==> config.mk <==
export PLATFORM = sky130hd
export DESIGN_NAME = tsle_stack
export DESIGN_NICKNAME = d
export VERILOG_FILES = /design/src/design/tsle_pkg.sv /design/src/design/tsle_cell.sv /design/src/design/tsle_stack.sv
export SDC_FILE = /design/constraint.sdc
export NUM_CORES = 2
export LEC_CHECK = 0
export ABC_AREA = 1
export BUFFER_PORTS_ARGS = -buffer_cell sky130_fd_sc_hd__buf_2
export CORE_ASPECT_RATIO = 1.2
export CORE_UTILIZATION = 60
export CTS_CLUSTER_DIAMETER = 60
export DETAILED_ROUTE_END_ITERATION = 8
export PLACE_DENSITY_LB_ADDON = 0.08
export SLEW_MARGIN = 0
export SYNTH_ARGS = -nofsm -noshare
export SYNTH_HDL_FRONTEND = slang
export SYNTH_SLANG_ARGS = --single-unit
==> constraint.sdc <==
create_clock -name clk -period 4.28 [get_ports clk]
set_input_delay 0.428 -clock clk [delete_from_list [all_inputs] [get_ports clk]]
set_output_delay 0.428 -clock clk [all_outputs]
set_load 0.005 [all_outputs]
==> src/design/tsle_pkg.sv <==
// Shared types and constants of the two-stack line cursor editor.
package tsle_pkg;

	localparam int LINE_CAP_DEF = 256;
	localparam int OP_W         = 3;
	localparam int CH_W         = 8;
	localparam int COUNT_W      = 9;

	typedef enum logic [OP_W-1:0] {
		OP_RIGHT      = 3'd0,
		OP_LEFT       = 3'd1,
		OP_END        = 3'd2,
		OP_START      = 3'd3,
		OP_DEL_AT     = 3'd4,
		OP_DEL_BEFORE = 3'd5,
		OP_INSERT     = 3'd6,
		OP_OVERWRITE  = 3'd7
	} op_e;

	// Per-cell shift enables: take the value from the cell nearer the top,
	// or from the cell farther from it.
	typedef struct packed {
		logic take_shallow;
		logic take_deep;
	} cell_ctl_t;

	// Per-stack command: push a character, pop the top, or rewrite the top.
	typedef struct packed {
		logic push;
		logic pop;
		logic wr_top;
	} stack_ctl_t;

endpackage

==> src/design/tsle_cell.sv <==
// One character cell of a stack row; loads from either neighbor.
module tsle_cell #(
	parameter int W = tsle_pkg::CH_W
) (
	input  logic               clk,
	input  tsle_pkg::cell_ctl_t ctl,
	input  logic [W-1:0]       shallow_d,
	input  logic [W-1:0]       deep_d,
	output logic [W-1:0]       q
);
	import tsle_pkg::*;

	logic [W-1:0] val_q;

	always_ff @(posedge clk) begin
		if (ctl.take_shallow) begin
			val_q <= shallow_d;
		end else if (ctl.take_deep) begin
			val_q <= deep_d;
		end
	end

	assign q = val_q;
endmodule

==> src/design/tsle_stack.sv <==
// Stack built as a row of shifting cells, with its fill count.
module tsle_stack #(
	parameter int DEPTH = tsle_pkg::LINE_CAP_DEF,
	parameter int W = tsle_pkg::CH_W,
	localparam int CNT_W = $clog2(DEPTH + 1)
) (
	input  logic                 clk,
	input  logic                 arst_n,
	input  tsle_pkg::stack_ctl_t ctl,
	input  logic [W-1:0]         din,
	output logic [W-1:0]         top,
	output logic [CNT_W-1:0]     count
);
	import tsle_pkg::*;

	logic [W-1:0]     cell_q [DEPTH];
	logic [CNT_W-1:0] count_q;

	for (genvar i = 0; i < DEPTH; i++) begin : g_cell
		cell_ctl_t    cctl;
		logic [W-1:0] shallow;
		logic [W-1:0] deep;

		if (i == 0) begin : g_head
			assign cctl.take_shallow = ctl.push | ctl.wr_top;
			assign shallow = din;
		end else begin : g_body
			assign cctl.take_shallow = ctl.push;
			assign shallow = cell_q[i-1];
		end
		assign cctl.take_deep = ctl.pop;

		if (i == DEPTH - 1) begin : g_tail
			assign deep = cell_q[i];
		end else begin : g_inner
			assign deep = cell_q[i+1];
		end

		tsle_cell #(.W(W)) u_cell (
			.clk       (clk),
			.ctl       (cctl),
			.shallow_d (shallow),
			.deep_d    (deep),
			.q         (cell_q[i])
		);
	end

	always_ff @(posedge clk or negedge arst_n) begin
		if (!arst_n) begin
			count_q <= '0;
		end else if (ctl.push && !ctl.pop) begin
			count_q <= count_q + CNT_W'(1);
		end else if (ctl.pop && !ctl.push) begin
			count_q <= count_q - CNT_W'(1);
		end
	end

	assign top   = cell_q[0];
	assign count = count_q;
endmodule

=== Yosys cells after proc, flatten, opt, wreduce, memory -nomap -nowiden ===
Index checks and enable logic that the tools add are counted.

* Reduce and logical (&&, ||, !) cells: 7
* Muxes and demuxes: 512
* Bitwise logic cells: 1
* Add/subtract/negate cells: 2

{| class="wikitable"
|+ Operators by type and width
! operator !! count
|-
| two-way mux 8 bit || 510
|-
| two-way mux 9 bit || 2
|-
| adder 9 x 1 -> 9 bit, second input constant || 1
|-
| subtractor 9 x 1 -> 9 bit, second input constant || 1
|-
| nonzero test 2 bit || 3
|-
| logical AND 1 bit || 2
|-
| logical NOT 1 bit || 2
|-
| OR 1 bit || 1
|}

* Register bits: 2057
* Input bits: 13

=== Longest topological paths before layout ===
* Depth after elaboration: 4
* Depth in mapped cells: 12
* Depth with buffers taken out: 11

=== By module ===
A second synthesis with hierarchy kept.

* Cells, all modules: 9067
* Area total of the unflattened synthesis: 90757.0 um^2

{| class="wikitable"
|+ Modules (own cells, without submodules)
! module !! cells each !! area each (um^2) !! instances
|-
| tsle_cell || 35 || 351.6 || 256
|-
| tsle_stack || 107 || 750.7 || 1
|}

=== Least setup slack after synthesis ===
No wires, ideal clock.

* Kind: input port to flip-flop
* Start point: input ctl[2] (netlist bit)
* End point: register g_cell[100].u_cell.val_q[0], enable pin
* Slack: -38415 ps
* Data required time: 1924 ps
* Stages on the path: 8
* Data arrival time: 40338 ps
* Cells stage by stage: buf_6 -> inv_4 -> buf_6 -> buf_8 -> buf_6 -> buf_4 -> ha_1 -> inv_1

* Longest elaborated chain between the ends: 1

{| class="wikitable"
|+ Ends and longest elaborated chain
! what !! RTL line !! RTL
|-
| start, declared || tsle_stack.sv:9 || <nowiki>input tsle_pkg::stack_ctl_t ctl,</nowiki>
|-
| nonzero test 2 bit (no line) || - ||
|-
| end signal, assigned || tsle_cell.sv:17 || <nowiki>val_q <= shallow_d;</nowiki>
|-
| end signal, assigned || tsle_cell.sv:19 || <nowiki>val_q <= deep_d;</nowiki>
|-
| end, declared || tsle_cell.sv:13 || <nowiki>logic [W-1:0] val_q;</nowiki>
|}

Every way passes these cells.
A chain may end at the register's enable or synchronous reset.

=== Worst setup path in the final report ===
* Start point: register g_cell[0].u_cell.val_q[7]
* End point: output top[7]

{| class="wikitable"
|+ RTL lines
! what !! RTL line !! RTL
|-
| start, declared || tsle_cell.sv:13 ||
|-
| start signal, assigned || tsle_cell.sv:17 ||
|-
| start signal, assigned || tsle_cell.sv:19 ||
|-
| end, declared || tsle_stack.sv:11 || <nowiki>output logic [W-1:0] top,</nowiki>
|}

No word-level cell between the ends.

==> flow_summary.ini <==
[status]
status = complete, no violations

[worst_hold_path]
min_path_type = in -> reg
whs_path_depth = 2

[worst_setup_path]
path_depth = 1
cp_data_arrival_time_ps = 1700
critPathLaunchType = flip-flop
cpPeakStageDelay_ps = 670
required_ps = 3850
path_buf_inv = 1
crit_chain = buf_2
crit_family = flip-flops
crit_slowest_cell = edfxtp_1
crit_type = reg -> out
worstSetupEndpointType = output port
critical_path.max_fanout = 3
worstRegToRegCells = 10

[yosys]
ys_types = 26
yosysSeqAreaShare_pct = 71.1
syn_nets = 7859
synthArstFlopShare_pct = 0.438
synth_area_leaders = edfxtp_1 (71%), nand2_1 (11%), o21ai_1 (6.4%)
synth_seq_cells = 2057
ys.flop_type = edfxtp_1
postSynthAreaPerCell_um2 = 11.1
synth-edff-count = 2048
synth_top_cell_by_area = edfxtp_1
yosysWarnings = 0
synth_top_area_share_pct = 70.8
synth_area_um2 = 86900
netlist_instances = 7835

[timing]
slew_violations = 0
tns_ps = 0
max_slew.worst_pin.slew_ps = 1180
skew_ps = 25.1
slew_headroom_pct = 21.3
post-route-min-period_ps = 2130
hold_viol_final = 0
layout_worst_path_cycle_share_pct = 49.7
timing.fmax_mhz = 470
setup_violations = 0
layout_setup_ws_ps = 2150
rsz0062_at_grt = false

[clocking]
htreeDepth = 4
clkSinkCount = 2057
clockBufferDepth = 3
hold_buffers = 9
clk_pin_slew_ps = 60
cts_tree = built
cts-resized-gates = 0
cts_root_buffer = clkbuf_16
cts_buffers = 197
insertion_delay_ps = 810
post_cts_buffers = 0

[final_layout]
layout_common_cells = nand2_1 (2617), edfxtp_1 (2048), o21ai_1 (1116)
num-nets-final = 7700
nFillCells = 11200
layout-drive-gt1-share_pct = 4.70
final_common_cell = nand2_1
final-seq-area_um2 = 61700
final_cells = 9761
area.growth.synth_to_final_pct = 7.86
multi_input_area_um2 = 19000
stdcell_area_um2 = 93700

[detailed_routing]
drt_wl_total_um = 133000
dr.pass1.iters = 7
antenna_left = 0
dr.first_iter.drc_count = 5122
avgRoutedWirePerCell_um = 13.6
drc = 0
vias_per_cell = 5.25
vias = 51300

[placed_design]
placedCellCount = 9393
place_hpwl_um = 71600
routabilityCongestion = 0.732
port_buffers = 29
postPlaceCellArea_um2 = 87600
place_ws_ps = 1370

[run]
maxCapViolations = 0

[global_routing]
first_global_vias = 51100
track_usage_pct = 18.6
antenna_found_initial = 1
overflow = 0
grt_max_degree = 257
grt_pass1_wl_um = 233000

[floorplanning]
die_width_um = 349
ios = 30
core.rowCount = 152
design.core.area_um2 = 143000
fp.dieH_um = 419
dieArea_um2 = 146000
start_util_pct = 60.6

[power]
p_total_uw = 47700
ir_drop_mv = 0.448
p_leak_uw = 0.0376
power-per-cell-area_nw_per_um2 = 509
-- synthesized netlist by cell type, types with 9 or more instances --
cell type  count
buf_2        142
inv_1        899
nand3_1        9
o21ai_0      648
o21ai_1     1116
ha_1          10
edfxtp_1    2048
buf_6         88
clkbuf_1     180
nand2_1     2617
buf_8          9
dfrtp_1        9
buf_4         24
-- power breakdown --
part	switching, uW	internal, uW	total, uW
registers	1150	25800	26900
logic	2850	1450	4310
clock network	7200	9240	16400
total	11200	36500	47700
-- routing by layer --
layer | routed length, um | share of wire (%) | track usage, % | vias to the layer above
met2 | 61100 | 46 | 30.0 | 651
met3 | 4970 | 3.7 | 3.17 | 180
met5 | 11 | 0.0083 | 0 | -
li1 | - | - | - | 26000
met4 | 2430 | 1.8 | 5.17 | 2
met1 | 64200 | 48 | 26.2 | 24500
-- worst register-to-register path: stages (launching register included) --
cell and delay [ps]:
dfrtp_1 410, inv_1 80, fa_1 410, inv_1 100, nand3_1 80, nand2_1 140
nand2_1 90, nand2_1 60, nand2_1 50, nand3_1 60, nand2_1 50
-- area by class of cell --
type / count / share of cell area (%)
diodes: 2 / 0.00534
clock buffers: 239 / 5.54
clock inverters: 118 / 0.900
inverters: 900 / 3.63
multi-input cells: 4425 / 20.3
flip-flops and latches: 2057 / 65.9
well taps: 1925 / 2.57
repair buffers: 95 / 1.16
-- sequential cells by signal (all words and copies together) (netlist names) --
register         flops
count                9
g_cell.u_cell.q   2048
-- worst paths after layout --
| kind | slack (ps) | startpoint | endpoint |
|---|---|---|---|
| min reg2reg | 460 | g_cell[254].u_cell.q[2] | g_cell[255].u_cell.q[2] |
| min | 70 | ctl[2] | g_cell[180].u_cell.q[4] |
| max in group asynchronous | 3980 | arst_n | count[6] |
| max | 2150 | g_cell[0].u_cell.q[7] | top[7] |
| max reg2reg | 2640 | count[0] | count[6] |
| min in group asynchronous | 110 | arst_n | count[3] |
-- metrics by stage --
| stage | hold slack, ps | utilization, % |
|---|---|---|
| 6_report | 72.2 | 65.3 |
| 5_1_grt | 43.9 | 65.3 |
| 4_1_cts | 6.68 | 65.3 |
| 3_3_place_gp | 301 | 61.1 |
| 3_5_place_dp | 300 | 61.1 |
| 2_1_floorplan | 132 | - |
-- logic make-up after synthesis --
family          after synthesis  share of synthesized area [%]
simple gates               2635                           11.4
flops                      2057                           71.1
compound gates             1768                           10.2
buf+inv                    1353                           7.04
fa+ha+maj                    11                          0.167
mux                           8                          0.104
xor+xnor                      3                         0.0303
(Power assumes the default switching activity.)
